[config.mk]
export PLATFORM = sky130hd
export DESIGN_NAME = sample_rate_autorange
export DESIGN_NICKNAME = d
export VERILOG_FILES = /design/src/hdl/sra_pkg.sv /design/src/hdl/sample_rate_autorange.sv
export VERILOG_INCLUDE_DIRS = /design/src /design/src/hdl
export SDC_FILE = /design/constraint.sdc
export NUM_CORES = 1
export LEC_CHECK = 0
export ABC_CLOCK_PERIOD_IN_PS = 3500
export BUFFER_PORTS_ARGS = -buffer_cell sky130_fd_sc_hd__buf_2
export CORE_UTILIZATION = 40
export DETAILED_ROUTE_END_ITERATION = 12
export GPL_TIMING_DRIVEN = 0
export PLACE_DENSITY = 0.64
export SYNTH_ARGS = -nofsm -noshare
export SYNTH_HDL_FRONTEND = slang
export SYNTH_SLANG_ARGS = --single-unit
[constraint.sdc]
create_clock -name i_clk -period 3.5 [get_ports i_clk]
set_input_delay 1.05 -clock i_clk [delete_from_list [all_inputs] [get_ports i_clk]]
set_output_delay 1.05 -clock i_clk [all_outputs]
set_load 0.01 [all_outputs]
[src/hdl/sample_rate_autorange_macros.svh]
// Assertion macros for the sample-rate auto-ranging selector.
// Depends on nothing; the including module supplies i_clk and i_rst_n.
`ifndef SAMPLE_RATE_AUTORANGE_MACROS_SVH
`define SAMPLE_RATE_AUTORANGE_MACROS_SVH

// Consequent must hold in the same cycle as the antecedent.
`define SRA_ASSERT_NOW(label, ante, cons, msg) \
    label: assert property (@(posedge i_clk) disable iff (!i_rst_n) (ante) |-> (cons)) \
        else $error(msg);

// Consequent must hold in the cycle after the antecedent.
`define SRA_ASSERT_NEXT(label, ante, cons, msg) \
    label: assert property (@(posedge i_clk) disable iff (!i_rst_n) (ante) |=> (cons)) \
        else $error(msg);

`endif

[src/hdl/sra_pkg.sv]
// Shared types, codes and constant tables for the sample-rate auto-ranging selector.
// Depends on nothing.
package sra_pkg;

    localparam int FREQ_W     = 21;
    localparam int CODE_W     = 2;
    localparam int RANGE_W    = 4;
    localparam int RELOAD_W   = 16;
    localparam int PRESCALE_W = 6;
    localparam int RATE_W     = 19;

    typedef logic [FREQ_W-1:0]     t_freq;
    typedef logic [CODE_W-1:0]     t_code;
    typedef logic [RANGE_W-1:0]    t_range;
    typedef logic [RELOAD_W-1:0]   t_reload;
    typedef logic [PRESCALE_W-1:0] t_prescale;
    typedef logic [RATE_W-1:0]     t_rate;

    // Change codes.
    localparam t_code CHG_NONE = 2'd0;
    localparam t_code CHG_STEP = 2'd1;
    localparam t_code CHG_JUMP = 2'd2;

    // Range indexes, fastest first.
    localparam t_range RNG_496K = 4'd0;
    localparam t_range RNG_320K = 4'd1;
    localparam t_range RNG_240K = 4'd2;
    localparam t_range RNG_160K = 4'd3;
    localparam t_range RNG_80K  = 4'd4;
    localparam t_range RNG_64K  = 4'd5;
    localparam t_range RNG_25K6 = 4'd6;
    localparam t_range RNG_12K8 = 4'd7;
    localparam t_range RNG_2K56 = 4'd8;
    localparam t_range RNG_1K28 = 4'd9;
    localparam t_range RNG_512  = 4'd10;
    localparam t_range RNG_LAST = RNG_512;

    localparam t_reload   RESET_RELOAD   = 16'd144;
    localparam t_prescale RESET_PRESCALE = 6'd1;

    // Nominal sample rate of each range, rounded to whole hertz.
    function automatic t_rate rate_of(input t_range rng);
        t_rate rate;
        case (rng)
            RNG_496K: rate = 19'd496552;
            RNG_320K: rate = 19'd320000;
            RNG_240K: rate = 19'd230769;
            RNG_160K: rate = 19'd159292;
            RNG_80K:  rate = 19'd80000;
            RNG_64K:  rate = 19'd64000;
            RNG_25K6: rate = 19'd25600;
            RNG_12K8: rate = 19'd12800;
            RNG_2K56: rate = 19'd2560;
            RNG_1K28: rate = 19'd1280;
            RNG_512:  rate = 19'd512;
            default:  rate = '0;
        endcase
        return rate;
    endfunction

endpackage

[src/hdl/sample_rate_autorange.sv]
// Sample-rate auto-ranging selector: input register, range decision, result register.
// Depends on sra_pkg and sample_rate_autorange_macros.svh.
//
//  channel  direction  handshake           payload
//  input    in         i_valid / o_stall   i_measured_freq
//  result   out        o_valid / i_stall   o_change_code, o_range_now, o_timer_reload,
//                                          o_timer_prescale, o_rate_hz
//
// Each transfer is held in the input register and then moves into the result register;
// one item per cycle is sustained while the result side does not stall.
// The range state updates as an item moves into the result register.
// Reset is synchronous and active low; it returns the block to the 496 kHz range.
// A stall on the result side holds the result register and, once the input register is
// also full, raises o_stall in the same cycle.
`include "sample_rate_autorange_macros.svh"

module sample_rate_autorange (
    input  logic                         i_clk,
    input  logic                         i_rst_n,
    input  logic                         i_valid,
    output logic                         o_stall,
    input  logic [sra_pkg::FREQ_W-1:0]   i_measured_freq,
    output logic                         o_valid,
    input  logic                         i_stall,
    output logic [sra_pkg::CODE_W-1:0]     o_change_code,
    output logic [sra_pkg::RANGE_W-1:0]    o_range_now,
    output logic [sra_pkg::RELOAD_W-1:0]   o_timer_reload,
    output logic [sra_pkg::PRESCALE_W-1:0] o_timer_prescale,
    output logic [sra_pkg::RATE_W-1:0]     o_rate_hz
);

    logic               r_in_valid;
    sra_pkg::t_freq     r_in_freq;
    logic               r_out_valid;
    sra_pkg::t_code     r_code;
    sra_pkg::t_rate     r_rate;

    sra_pkg::t_range    r_range;
    sra_pkg::t_reload   r_reload;
    sra_pkg::t_prescale r_prescale;

    sra_pkg::t_range    n_range;
    sra_pkg::t_reload   n_reload;
    sra_pkg::t_prescale n_prescale;
    sra_pkg::t_code     n_code;

    logic advance;
    logic in_xfer;
    logic is_zero;
    sra_pkg::t_freq f;

    // The result register frees up when empty or when its content is taken this cycle.
    assign advance = r_in_valid && (!r_out_valid || !i_stall);
    assign o_stall = r_in_valid && !advance;
    assign in_xfer = i_valid && !o_stall;

    assign f       = r_in_freq;
    assign is_zero = (f == '0);

    always_comb begin
        n_range    = r_range;
        n_reload   = r_reload;
        n_prescale = r_prescale;
        n_code     = sra_pkg::CHG_NONE;
        case (r_range)
            sra_pkg::RNG_496K: begin
                if (!(f >= 21'd80000 && f <= 21'd1240000)) begin
                    n_range = sra_pkg::RNG_320K; n_reload = 16'd24; n_prescale = 6'd9;
                    n_code  = sra_pkg::CHG_STEP;
                end
            end
            sra_pkg::RNG_320K: begin
                if (!(f > 21'd50000 && f <= 21'd90000)) begin
                    if (f > 21'd90000) begin
                        n_range = sra_pkg::RNG_496K; n_reload = sra_pkg::RESET_RELOAD;
                        n_prescale = sra_pkg::RESET_PRESCALE; n_code = sra_pkg::CHG_STEP;
                    end else if (is_zero) begin
                        n_range = sra_pkg::RNG_80K; n_reload = 16'd24; n_prescale = 6'd36;
                        n_code  = sra_pkg::CHG_JUMP;
                    end else begin
                        n_range = sra_pkg::RNG_240K; n_reload = 16'd25; n_prescale = 6'd12;
                        n_code  = sra_pkg::CHG_STEP;
                    end
                end
            end
            sra_pkg::RNG_240K: begin
                if (!(f >= 21'd37500 && f <= 21'd80000)) begin
                    n_code = sra_pkg::CHG_STEP;
                    if (f > 21'd80000) begin
                        n_range = sra_pkg::RNG_320K; n_reload = 16'd24; n_prescale = 6'd9;
                    end else begin
                        n_range = sra_pkg::RNG_160K; n_reload = 16'd225; n_prescale = 6'd2;
                    end
                end
            end
            sra_pkg::RNG_160K: begin
                if (!(f >= 21'd20000 && f <= 21'd50000)) begin
                    n_code = sra_pkg::CHG_STEP;
                    if (f > 21'd50000) begin
                        n_range = sra_pkg::RNG_240K; n_reload = 16'd25; n_prescale = 6'd12;
                    end else begin
                        n_range = sra_pkg::RNG_80K; n_reload = 16'd24; n_prescale = 6'd36;
                    end
                end
            end
            sra_pkg::RNG_80K: begin
                if (!(f >= 21'd12500 && f <= 21'd25000)) begin
                    if (f > 21'd25000) begin
                        n_range = sra_pkg::RNG_160K; n_reload = 16'd225; n_prescale = 6'd2;
                        n_code  = sra_pkg::CHG_STEP;
                    end else if (is_zero) begin
                        // The zero jump loads the other 25.6 kHz reload.
                        n_range = sra_pkg::RNG_25K6; n_reload = 16'd79; n_prescale = 6'd36;
                        n_code  = sra_pkg::CHG_JUMP;
                    end else begin
                        n_range = sra_pkg::RNG_64K; n_reload = 16'd124; n_prescale = 6'd9;
                        n_code  = sra_pkg::CHG_STEP;
                    end
                end
            end
            sra_pkg::RNG_64K: begin
                if (!(f > 21'd7500 && f <= 21'd20000)) begin
                    n_code = sra_pkg::CHG_STEP;
                    if (f > 21'd20000) begin
                        n_range = sra_pkg::RNG_80K; n_reload = 16'd24; n_prescale = 6'd36;
                    end else begin
                        n_range = sra_pkg::RNG_25K6; n_reload = 16'd77; n_prescale = 6'd36;
                    end
                end
            end
            sra_pkg::RNG_25K6: begin
                if (!(f > 21'd3500 && f <= 21'd8000)) begin
                    if (f > 21'd8000) begin
                        n_range = sra_pkg::RNG_64K; n_reload = 16'd124; n_prescale = 6'd9;
                        n_code  = sra_pkg::CHG_STEP;
                    end else if (is_zero) begin
                        n_range = sra_pkg::RNG_2K56; n_reload = 16'd3124; n_prescale = 6'd9;
                        n_code  = sra_pkg::CHG_JUMP;
                    end else begin
                        n_range = sra_pkg::RNG_12K8; n_reload = 16'd624; n_prescale = 6'd9;
                        n_code  = sra_pkg::CHG_STEP;
                    end
                end
            end
            sra_pkg::RNG_12K8: begin
                if (!(f > 21'd800 && f <= 21'd4000)) begin
                    n_code = sra_pkg::CHG_STEP;
                    if (f > 21'd4000) begin
                        n_range = sra_pkg::RNG_25K6; n_reload = 16'd77; n_prescale = 6'd36;
                    end else begin
                        n_range = sra_pkg::RNG_2K56; n_reload = 16'd3124; n_prescale = 6'd9;
                    end
                end
            end
            sra_pkg::RNG_2K56: begin
                if (!(f >= 21'd390 && f <= 21'd800)) begin
                    if (f > 21'd800) begin
                        n_range = sra_pkg::RNG_12K8; n_reload = 16'd624; n_prescale = 6'd9;
                        n_code  = sra_pkg::CHG_STEP;
                    end else if (is_zero) begin
                        n_range = sra_pkg::RNG_512; n_reload = 16'd15624; n_prescale = 6'd9;
                        n_code  = sra_pkg::CHG_JUMP;
                    end else begin
                        n_range = sra_pkg::RNG_1K28; n_reload = 16'd6250; n_prescale = 6'd9;
                        n_code  = sra_pkg::CHG_STEP;
                    end
                end
            end
            sra_pkg::RNG_1K28: begin
                if (!(f >= 21'd50 && f <= 21'd400)) begin
                    n_code = sra_pkg::CHG_STEP;
                    if (f > 21'd400) begin
                        n_range = sra_pkg::RNG_2K56; n_reload = 16'd3124; n_prescale = 6'd9;
                    end else begin
                        n_range = sra_pkg::RNG_512; n_reload = 16'd15624; n_prescale = 6'd9;
                    end
                end
            end
            sra_pkg::RNG_512: begin
                // Leaving the slowest range always wraps to the fastest.
                if (!(f >= 21'd9 && f <= 21'd40)) begin
                    n_range = sra_pkg::RNG_496K; n_reload = sra_pkg::RESET_RELOAD;
                    n_prescale = sra_pkg::RESET_PRESCALE; n_code = sra_pkg::CHG_STEP;
                end
            end
            default: begin
                n_range = sra_pkg::RNG_496K; n_reload = sra_pkg::RESET_RELOAD;
                n_prescale = sra_pkg::RESET_PRESCALE; n_code = sra_pkg::CHG_STEP;
            end
        endcase
    end

    always_ff @(posedge i_clk) begin
        if (!i_rst_n) begin
            r_in_valid  <= 1'b0;
            r_out_valid <= 1'b0;
            r_range     <= sra_pkg::RNG_496K;
            r_reload    <= sra_pkg::RESET_RELOAD;
            r_prescale  <= sra_pkg::RESET_PRESCALE;
        end else begin
            if (in_xfer) begin
                r_in_valid <= 1'b1;
            end else if (advance) begin
                r_in_valid <= 1'b0;
            end
            if (advance) begin
                r_out_valid <= 1'b1;
                r_range     <= n_range;
                r_reload    <= n_reload;
                r_prescale  <= n_prescale;
            end else if (!i_stall) begin
                r_out_valid <= 1'b0;
            end
        end
    end

    always_ff @(posedge i_clk) begin
        if (in_xfer) begin
            r_in_freq <= i_measured_freq;
        end
        if (advance) begin
            r_code <= n_code;
            r_rate <= sra_pkg::rate_of(n_range);
        end
    end

    assign o_valid          = r_out_valid;
    assign o_change_code    = r_code;
    assign o_range_now      = r_range;
    assign o_timer_reload   = r_reload;
    assign o_timer_prescale = r_prescale;
    assign o_rate_hz        = r_rate;

    `SRA_ASSERT_NOW(a_range_legal, 1'b1, r_range <= sra_pkg::RNG_LAST, "range index out of table")
    `SRA_ASSERT_NOW(a_jump_target, r_out_valid && r_code == sra_pkg::CHG_JUMP,
        r_range == sra_pkg::RNG_80K || r_range == sra_pkg::RNG_25K6 || r_range == sra_pkg::RNG_2K56 || r_range == sra_pkg::RNG_512,
        "zero jump landed on an unexpected range")
    `SRA_ASSERT_NEXT(a_state_holds, !advance, $stable(r_range) && $stable(r_reload),
        "range state changed without a transfer")
    `SRA_ASSERT_NEXT(a_in_captured, in_xfer, r_in_valid, "accepted item not held in input register")

endmodule

After elaboration in Yosys (flattened, before gate mapping)
Memories as Yosys holds them, arrays and structs flattened. A register that Yosys moved wholly into a read port is not among the register bits.
Index checks and enable logic that the tools add are counted.

storage, ports and cells
  flip-flop bits (word level) = 70
  ROM bits = 288
  output and inout bits = 49
  word-level logic and storage cells = 173
  memories = 1

memories
  name             depth  bits a word  read ports  clocked after Yosys merged registers in  wr ports  line           source
  (no name shown)  16     18           1           1                                        0         sra_pkg.sv:44  case (rng)

operators by class
  magnitude comparators = 29
  equal/unequal tests = 22
  multiplexer cells = 90
  reduce and logical (&&, ||, !) cells = 23

operators with widths
  operator                count
  $mux W16                11
  $pmux W16 S11           1
  $mux W6                 18
  $pmux W6 S11            1
  $mux W4                 16
  $pmux W4 S11            1
  $gt A21 B12 Y1 const B  2
  $gt A21 B13 Y1 const B  2
  $gt A21 B15 Y1 const B  2
  $gt A21 B17 Y1 const B  2
  $le A21 B15 Y1 const B  2
  $le A21 B17 Y1 const B  2
  $mux W14                3
  $mux W12                3
  $mux W2                 14
  $mux W8                 3
  $ne A2 B2 Y1 const B    11
  $pmux W2 S11            1
  $ge A21 B14 Y1 const B  1
  $ge A21 B15 Y1 const B  1
  $ge A21 B16 Y1 const B  1
  $ge A21 B17 Y1 const B  1
  $ge A21 B4 Y1 const B   1
  $ge A21 B6 Y1 const B   1
  26 further kinds        63

Logic depth before layout (Yosys ltp)
Gate-level depths: netlist of run 1.

  depth in word-level cells = 8
  mapped depth = 13
  gate-level depth less buffers = 10

Worst setup path after synthesis of run 1
No wires, ideal clock.

  kind = input port to flip-flop
  start point = in i_stall
  end point = reg r_reload[8] (netlist: o_timer_reload[8])
  library setup time = 0.088 ns
  data arrival time = 3.456 ns
  slack = -0.044 ns
  cell stages on the path = 6
  path through = a21boi_1 -> nand4_1 -> nor3_4 -> buf_6 -> nor2_1 -> a311oi_2

on the way
  longest elaborated chain between the ends = 4

RTL lines
  item                          line                          source
  start: declaration            sample_rate_autorange.sv:24   input logic i_stall,
  $logic_not A1 Y1              --
  $logic_or A1 B1 Y1            sample_rate_autorange.sv:53   assign advance = r_in_valid && (!r_out_valid || !i_stall);
  $logic_and A1 B1 Y1           sample_rate_autorange.sv:53
  $reduce_and A12 Y1 (no line)  --
  end signal: assignment        sample_rate_autorange.sv:198  r_reload <= sra_pkg::RESET_RELOAD;
  end signal: assignment        sample_rate_autorange.sv:209  r_reload <= n_reload;
  end: declaration              sample_rate_autorange.sv:39   sra_pkg::t_reload r_reload;

No other way between the ends.
A chain may end at the register's enable or synchronous reset.

Final worst setup path of run 1
  start point = reg r_in_freq[13] (netlist: f[13])
  end point = reg r_rate[11] (netlist: o_rate_hz[11]) (data pin)

on the way
  longest elaborated chain between the ends = 5
  elaborated cells on any way between the ends = 66
  classes of those cells = 29 x order compare; 25 x mux; 12 x reduce/logical

RTL lines
  item                                                                   line                          source
  start: declaration                                                     sample_rate_autorange.sv:33   sra_pkg::t_freq r_in_freq;
  start signal: assignment                                               sample_rate_autorange.sv:219  r_in_freq <= i_measured_freq;
  parallel branches: the longest is 4 deep, another holds $gt A21 B9 Y1  --
  $pmux W4 S11 (*)                                                       sample_rate_autorange.sv:65   case (r_range)
  net n_range[1]                                                         sample_rate_autorange.sv:42   sra_pkg::t_range n_range;
  end: declaration                                                       sample_rate_autorange.sv:36   sra_pkg::t_rate r_rate;

Mark *: on every way through the listed nets, which the timed path passes.

==> results of run 1 <==
## metrics by stage
step	util	cell area, sq um	std cells
final	0.549	5720	736
after global routing	0.549	5720	736
after CTS	0.507	5280	708
after detailed placement	0.467	4860	683
after global placement	0.465	4840	682
after floorplan	-	4330	478
## per-layer routing
layer / share of wire / wire length, um / track usage
met5: 0 / 0 / 0
met1: 0.45 / 6490 / 0.354
met4: 0.029 / 418 / 0.110
met2: 0.46 / 6610 / 0.391
met3: 0.064 / 924 / 0.0600
## kinds of logic (layout without fill, tap and decap cells)
| logic type | after synthesis | count (layout) | synth area share |
|---|---|---|---|
| flip-flops | 63 | 63 | 0.383 |
| AND/OR/NAND/NOR | 205 | 205 | 0.278 |
| AO/OA/AOI/OAI | 147 | 147 | 0.258 |
| buffers and inverters | 52 | 174 | 0.0609 |
| multiplexers | 2 | 2 | 0.00464 |
| adder cells (fa/ha/maj) | 5 | 5 | 0.0145 |
| other | 1 | 4 | 0.000869 |
## how the worst max path moves through the flow
stage / startpoint / to / slack, ns / depth (start not counted)
detailed placement: f[1] / o_rate_hz[11] / -0.68 / 11
CTS: f[0] / o_rate_hz[11] / 0.001 / 12
global placement: f[1] / o_rate_hz[11] / -0.73 / 11
global route: f[13] / o_rate_hz[11] / -0.05 / 12
floorplan: f[17] / o_rate_hz[11] / 0.34 / 11
finish: f[13] / o_rate_hz[11] / 0.04 / 12
## worst min-delay path: stages (launching register included)
cell     delay (ns)
dfxtp_1        0.31
nand2_1        0.04
o21ai_0        0.06
## layout make-up
type	count	area [sq um]
multi-input cells	363	2760
clock inverters	4	23.8
flip-flops and latches	63	1650
plain buffers	38	243
inverters	12	52.6
well taps	136	170
repair buffers	108	648
fillers	954	4690
clock buffers	12	178
## state kept, by name, indices dropped and copies added, names as in the netlist
name,cells
f,21
o_change_code,2
o_timer_prescale,5
o_range_now,4
o_timer_reload,13
o_rate_hz,16
o_valid,1
r_in_valid,1
## placed cells by master, fill, tap and decap left out, types with 4 or more instances in the layout
master | netlist | layout
dfxtp_1 | 24 | 24
nor3_1 | 16 | 13
o2111ai_1 | 4 | 4
nor4_1 | 13 | 8
a211oi_2 | 2 | 4
a211oi_1 | 12 | 9
clkbuf_1 | 20 | 14
inv_1 | 10 | 10
o21ai_0 | 24 | 24
and2_1 | 6 | 5
a21oi_1 | 24 | 20
nor2b_1 | 5 | 4
o211a_1 | 6 | 6
nor4_4 | 1 | 6
or3_1 | 7 | 6
buf_2 | 7 | 73
and4_1 | 5 | 5
or4_1 | 7 | 4
nand4_1 | 9 | 9
a31oi_1 | 7 | 6
nand3_1 | 20 | 20
clkbuf_2 | 0 | 5
edfxtp_1 | 39 | 39
o211ai_1 | 7 | 7
a21oi_2 | 1 | 4
and3_1 | 5 | 5
nand2_1 | 32 | 31
buf_4 | 11 | 47
nand2b_1 | 8 | 8
o21a_1 | 7 | 7
clkbuf_8 | 0 | 9
conb_1 | 1 | 4
nor2_1 | 42 | 40
o31a_1 | 5 | 5
## report_power, final
group	internal [mW]	leakage, nW	switching (mW)	total [mW]
combinational	0.211	1.56	0.296	0.506
clock	0.341	0.101	0.304	0.645
sequential	0.855	0.570	0.0388	0.894
## repair_timing
| item | in CTS | in global routing |
|---|---|---|
| buffers inserted | 10 | 29 |
| endpoints found under the setup margin | 16 | 3 |
| pin swaps | 10 | 21 |
| gates resized for setup | 28 | 44 |
==> out/qor.yml, run 1 <==
status: "complete, no violations"
cts.sinks: 63
clock.fmax_mhz: 289
io_pins: 74
hold_violations: 0
die_height_um: 106
core_sq_um: 10400
avgRoutedWirePerCell_um: 19.6
synth-seq-area-share: 0.383
nNetsFinal: 625
arrival_ns: 3.57
ys_top_cells_by_count: "nor2_1, edfxtp_1, nand2_1"
cts_hold_buf: 0
gp_congestion: 0.971
worstHoldPathCells: 2
synth-async-reset-ratio: 0
critPathCaptureType: "flip-flop"
clkLatencyLatePin_ns: 0.37
portBuffers: 68
synth_flop_cell: "edfxtp_1"
synth.avg_cell_area_sq_um: 9.09
cp.required_ns: 3.61
fin_tns_setup_ns: 0
netlist_top_cells_area: "edfxtp_1, dfxtp_1, nor2_1, a21oi_1, o21ai_0"
clock-root-buffer: "clkbuf_8"
gr-total-overflow: 0
rsz0062_at_grt: "true"
p_per_area_nw_per_um2: 358
critPathBufInv: 4
drv_slew: 0
layout-drive-gt1-share: 0.353
hold-path-endpoint: "o_timer_prescale[3]"
crit_type: "reg -> reg"
synth_edf_count: 39
regToRegEndpoint: "o_rate_hz[11]"
cts_tree: "done"
max_stage_delay_ns: 0.56
cts.path.max_buffers: 2
cp_slowest_cell: "or4_4"
regToRegSetupSlack_ns: 0.04
hold_path_class: "reg -> reg"
num_vias: 4552
finalPower_mw: 2.05
pre_cts_ws_ns: -0.680
start_kind: "flip-flop"
design.die.area_sq_um: 11200
fin_crit_sh: 0.989
maxCapViolCount: 0
grt_pass1_vias: 4189
routed_wl_mm: 14.4
drtIter0Drc: 463
r2r_cells: 12
tightest_slew_ns: 0.909
hold_slack_ns: 0.456
yosysWarnings: 0
finClkSkew_ns: 0.0100
layout_setup_ws_ns: 0.0396
synth.most_common_cell: "nor2_1"
rows: 37
cts_max_level: 3
vias_per_cell: 6.18
die_x_um: 106
worstPathMaxFanout: 7
grt_pass1_wl_mm: 22.0
ir_drop_mv: 0.223
synth.cell_area_sq_um: 4320
synth_top_cell_area_share: 0.271
synth.distinct_cells: 83
cp_top_family: "simple AND/OR/NAND/NOR gates"
grt_max_degree: 28
synth_cells: 475
crit_chain: "buf_4 > or4_4 > nor3_4 > o31ai_4 > a31o_2 > a211oi_2 > and4_1 > buf_6 > inv_2 > ha_4 > a222oi_1 > inv_1"
syn_to_final_growth_pct: 32.6
min_period_ns: 3.46
timing.slew.headroom: 0.385
antenna_found_initial: 0
cts_buffers: 9
antenna_cells: 0
ys_seq_elements: 63
synth.largest_area_cell: "edfxtp_1"
initial_utilization: 0.414
r2r_start: "f[13]"
setup_viol: 0
min_from: "o_timer_prescale[3]"
drc_errors: 0
first_pass_iters: 7
post-dp-hpwl_mm: 10.2
p_leak_nw: 2.23
drtAntennaViolNets: 0
gr-usage-all-layers: 0.259
path_clk_slew_ns: 0.07
(Power assumes the default switching activity.)
==> inputs of run 2 (changes only) <==
RECOVER_POWER = 50   (was unset)
==> run 2 against run 1 <==
  * Worst hold slack better by 0.0019 ns
  * Sequential share of layout area is 0.18 points higher
  * Largest power group unchanged
  * Critical path depth unchanged
  * Die area did not move
  * Critical path type unchanged
  * Sequential power about the same
  * Flip-flop and latch count did not move
  * Cell count unchanged
  * Global-route usage unchanged
  * Combinational power down 1%
  * Register-to-register slack about the same
==> out/qor.yml, run 2 (same netlist as run 1, synthesis figures left out) <==
hold_slack_ns: 0.458  # +0.00188 ns
drc_errors: 0  # unchanged
routed_wl_mm: 14.5  # +0.14%
grt_pass1_wl_mm: 22.0  # unchanged
clock-root-buffer: "clkbuf_8"
grt_pass1_vias: 4189  # unchanged
avgRoutedWirePerCell_um: 19.7  # +0.14%
ir_drop_mv: 0.223  # -0.15%
nNetsFinal: 625  # unchanged
first_pass_iters: 6  # -1
status: "complete, no violations"
drv_slew: 0  # unchanged
portBuffers: 68  # unchanged
die_x_um: 106  # unchanged
dpl_cell_area_sq_um: 4860  # unchanged
rows: 37  # unchanged
gr-usage-all-layers: 0.259  # unchanged
largest_reg_flops: 21  # unchanged
gr-total-overflow: 0  # unchanged
top_register: "f"
cts.path.max_buffers: 2  # unchanged
fin_crit_sh: 0.991  # +0.00231
worstPathMaxFanout: 7  # unchanged
min_period_ns: 3.47  # +0.00807 ns
drtIter0Drc: 474  # +2.4%
post-dp-hpwl_mm: 10.2  # unchanged
initial_utilization: 0.414  # unchanged
tightest_slew_ns: 1.43  # +0.522 ns
arrival_ns: 3.58  # about the same
grt_max_degree: 28  # unchanged
cts_max_level: 3  # unchanged
hold_path_class: "reg -> reg"
pre_cts_ws_ns: -0.680  # unchanged
clock.fmax_mhz: 288  # -0.23%
timing.slew.headroom: 0.0406  # -0.345
cts.sinks: 63  # unchanged
io_pins: 74  # unchanged
cp.required_ns: 3.61  # about the same
finalPower_mw: 2.04  # -0.21%
gp_congestion: 0.971  # unchanged
design.die.area_sq_um: 11200  # unchanged
antenna_cells: 0  # unchanged
vias_per_cell: 6.19  # about the same
critPathCaptureType: "flip-flop"
clkLatencyLatePin_ns: 0.37  # about the same
layout-drive-gt1-share: 0.330  # -0.0233
cts_tree: "done"
final_area_sq_um: 5690  # -0.63%
num_vias: 4555  # +0.066%
final_cell_mix: "buf_2, buf_4, nor2_1, edfxtp_1, nand2_1"
antenna_found_initial: 0  # unchanged
layout_setup_ws_ns: 0.0315  # -0.00807 ns
setup_viol: 0  # unchanged
maxCapViolCount: 0  # unchanged
core_sq_um: 10400  # unchanged
finClkSkew_ns: 0.00966  # -0.000339 ns
drtAntennaViolNets: 0  # unchanged
final_common_cell: "buf_2"
crit_type: "reg -> reg"
path_clk_slew_ns: 0.07  # about the same
p_leak_nw: 2.17  # -2.5%
start_kind: "flip-flop"
rsz0062_at_grt: "true"
syn_to_final_growth_pct: 31.7
hold_violations: 0  # unchanged
p_per_area_nw_per_um2: 359  # +0.42%
cts_buffers: 9  # unchanged
die_height_um: 106  # unchanged
run 2: cell count changes in the layout (fill, tap and decap cells not counted), sizes merged:
cell    delta
buf       -13
clkbuf    +13
run 2: layout make-up:
cell class	count	area, sq um
plain buffers	38	243
clock buffers	12	178
clock inverters	4	23.8
fillers	963	4730
inverters	12	52.6
multi-input cells	363	2750
flip-flops and latches	63	1650
well taps	136	170
repair buffers	108	622
run 2: repair_timing:
action	4_1_cts	5_1_grt
resized for setup	28	44
hold buffers	0	0
pin swaps	10	21
setup endpoints to repair	16	3
gates cloned	0	0
buffers inserted	10	29
run 2: where the power goes:
| part | switching, mW | total, mW | internal, mW |
|---|---|---|---|
| registers | 0.0388 | 0.894 | 0.855 |
| logic | 0.295 | 0.501 | 0.207 |
| clock network | 0.304 | 0.646 | 0.342 |
| total | 0.638 | 2.04 | 1.40 |
run 2: final timing paths:
path | start | to | slack, ns | cells after the start
setup reg to reg | f[13] | o_rate_hz[11] | 0.03 | 12
hold reg to reg | o_timer_prescale[3] | o_timer_prescale[3] | 0.46 | 2
hold / removal | o_timer_prescale[3] | o_timer_prescale[3] | 0.46 | 2
setup / recovery | f[13] | o_rate_hz[11] | 0.03 | 12
run 2: per-layer routing:
metal / part of all wire / GRT usage / vias to the layer above
li1: - / - / 2099
met2: 0.46 / 0.391 / 225
met1: 0.44 / 0.354 / 2194
met3: 0.074 / 0.0600 / 37
met4: 0.028 / 0.110 / 0
met5: 0 / 0 / -
run 2: critical path, cell delays in order (launching register included):
cell and delay (ns):
edfxtp_1 0.42, buf_4 0.20, or4_4 0.56, nor3_4 0.39
o31ai_4 0.20, a31o_2 0.30, a211oi_2 0.14, and4_1 0.23
buf_6 0.15, inv_2 0.08, ha_4 0.17, a222oi_1 0.29
inv_1 0.08
run 2: stage by stage:
step | setup TNS, ns | util | instances
after CTS | 0 | 0.507 | 708
after floorplan | 0 | - | 478
after global placement | -7.49 | 0.465 | 682
final | 0 | 0.546 | 736
after global routing | -0.0561 | 0.546 | 736
after detailed placement | -6.42 | 0.467 | 683
==> inputs of run 3 (changes only) <==
RECOVER_POWER = unset   (was 50)
REMOVE_ABC_BUFFERS = 1   (was unset)
==> run 3 against run 2 <==
  * Design area fell by 4.4%
  * Via count fell by 2.0%
  * Clock skew fell by 0.00054 ns
  * Register-to-register slack improved by 0.03 ns
  * Routed wire length barely moved
  * Worst setup slack improved by 0.029 ns
  * Sequential power rose by 1%
  * Core utilization fell by 2.4 points
  * Critical endpoint is now o_rate_hz[10]
==> out/qor.yml, run 3 (same netlist as run 1, synthesis figures left out) <==
status: "complete, no violations"
finClkSkew_ns: 0.00912  # -0.000536 ns
crit_type: "reg -> reg"
cts_tree: "done"
syn_to_final_growth_pct: 25.9
min_period_ns: 3.44  # -0.0292 ns
p_leak_nw: 2.15  # -1.2%
avgRoutedWirePerCell_um: 20.3  # +3.5%
top_register: "f"
timing.slew.headroom: 0.391  # +0.351
clkLatencyLatePin_ns: 0.36  # about the same
final_common_cell: "buf_2"
clock.fmax_mhz: 291  # +0.85%
grt_pass1_vias: 4235  # +1.1%
initial_utilization: 0.414  # unchanged
final_area_sq_um: 5440  # -4.4%
routed_wl_mm: 14.5  # about the same
grt_pass1_wl_mm: 21.9  # -0.19%
portBuffers: 69  # +1.5%
core_sq_um: 10400  # unchanged
nNetsFinal: 600  # -4.0%
drtAntennaViolNets: 0  # unchanged
path_clk_slew_ns: 0.08  # about the same
start_kind: "flip-flop"
num_vias: 4465  # -2.0%
finalPower_mw: 2.01  # -1.3%
grt_max_degree: 28  # unchanged
drc_errors: 0  # unchanged
ir_drop_mv: 0.219  # -1.7%
clock-root-buffer: "clkbuf_8"
r2r_cells: 10  # -2
largest_reg_flops: 21  # unchanged
fin_crit_sh: 0.983  # -0.00834
die_height_um: 106  # unchanged
min_from: "o_timer_prescale[3]"
die_x_um: 106  # unchanged
layout-drive-gt1-share: 0.327  # -0.00304
gp_congestion: 0.935  # -3.8%
antenna_found_initial: 0  # unchanged
arrival_ns: 3.55  # -0.03 ns
regToRegEndpoint: "o_rate_hz[10]"
p_per_area_nw_per_um2: 371  # +3.2%
hold_violations: 0  # unchanged
layout_setup_ws_ns: 0.0607  # +0.0292 ns
dpl_cell_area_sq_um: 4660  # -4.2%
drtIter0Drc: 422  # -11%
cts_max_level: 3  # unchanged
cts.sinks: 63  # unchanged
drv_slew: 0  # unchanged
crit_path_end: "o_rate_hz[10]"
final_cell_mix: "buf_2, buf_4, nor2_1, edfxtp_1, nand2_1"
cts.path.max_buffers: 2  # unchanged
pre_cts_ws_ns: -0.728  # -0.0479 ns
gr-total-overflow: 0  # unchanged
hold_path_class: "reg -> reg"
maxCapViolCount: 0  # unchanged
cts_buffers: 9  # unchanged
setup_viol: 0  # unchanged
post-dp-hpwl_mm: 9.23  # -9.1%
io_pins: 74  # unchanged
cp.required_ns: 3.61  # about the same
rsz0062_at_grt: "true"
worstPathMaxFanout: 6  # -1
antenna_cells: 0  # unchanged
critPathCaptureType: "flip-flop"
vias_per_cell: 6.28  # +1.5%
gr-usage-all-layers: 0.254  # -0.00525
regToRegSetupSlack_ns: 0.06  # +0.03 ns
tightest_slew_ns: 0.911  # -0.520 ns
r2r_start: "f[19]"
crit_start: "f[19]"
first_pass_iters: 7  # +1
rows: 37  # unchanged
design.die.area_sq_um: 11200  # unchanged
[run 3: cell type report]
class	instances	area [sq um]
clock inverter	7	71.3
fill	990	4980
timing repair buffer	120	761
multi-input combinational	364	2610
clock buffer	9	124
inverter	12	47.5
tap	136	170
sequential	63	1650
[run 3: repair_timing]
item,in CTS,in global routing
pin swaps,5,9
gates resized for setup,19,14
buffers inserted,36,14
hold buffers,0,0
cloned,1,0
setup endpoints to repair,35,20
[run 3: metrics by stage]
step,hold WS (ns),util,std cells,TNS (ns)
6_report,0.457,0.522,711,0
5_1_grt,0.481,0.522,711,-0.128
4_1_cts,0.463,0.502,697,0
3_5_place_dp,0.452,0.447,644,-11.53
3_3_place_gp,0.442,0.444,643,-38.20
2_1_floorplan,0.445,-,438,-6.24
[run 3: worst max-delay path: stages, from the launching register on]
cell	delay (ns)
edfxtp_1	0.44
or4_4	0.62
buf_12	0.16
nor4_1	0.32
a22oi_1	0.25
nor4_2	0.32
nor2b_1	0.10
and4b_2	0.29
buf_4	0.16
ha_1	0.20
a221o_1	0.32
[run 3: where the power goes]
part           internal, mW  switching, mW
combinational         0.195          0.271
clock                 0.329          0.312
sequential            0.855         0.0519
total                  1.38          0.635
[run 3: worst min-delay path by stage]
stage                     cells after the start  slack [ns]                  end
final                                         2        0.46  o_timer_prescale[3]
after global routing                          2        0.48  o_timer_prescale[3]
after CTS                                     2        0.46  o_timer_prescale[3]
after detailed placement                      2        0.45  o_timer_prescale[3]
after global placement                        2        0.44   o_timer_reload[10]
after floorplan                               2        0.44              o_valid
[run 3: per-layer routing]
metal,vias up,GRT usage,part of all wire
met2,255,0.373,0.45
met5,-,0,0
met1,2124,0.330,0.43
met4,0,0.154,0.037
met3,44,0.0705,0.082
li1,2042,-,-
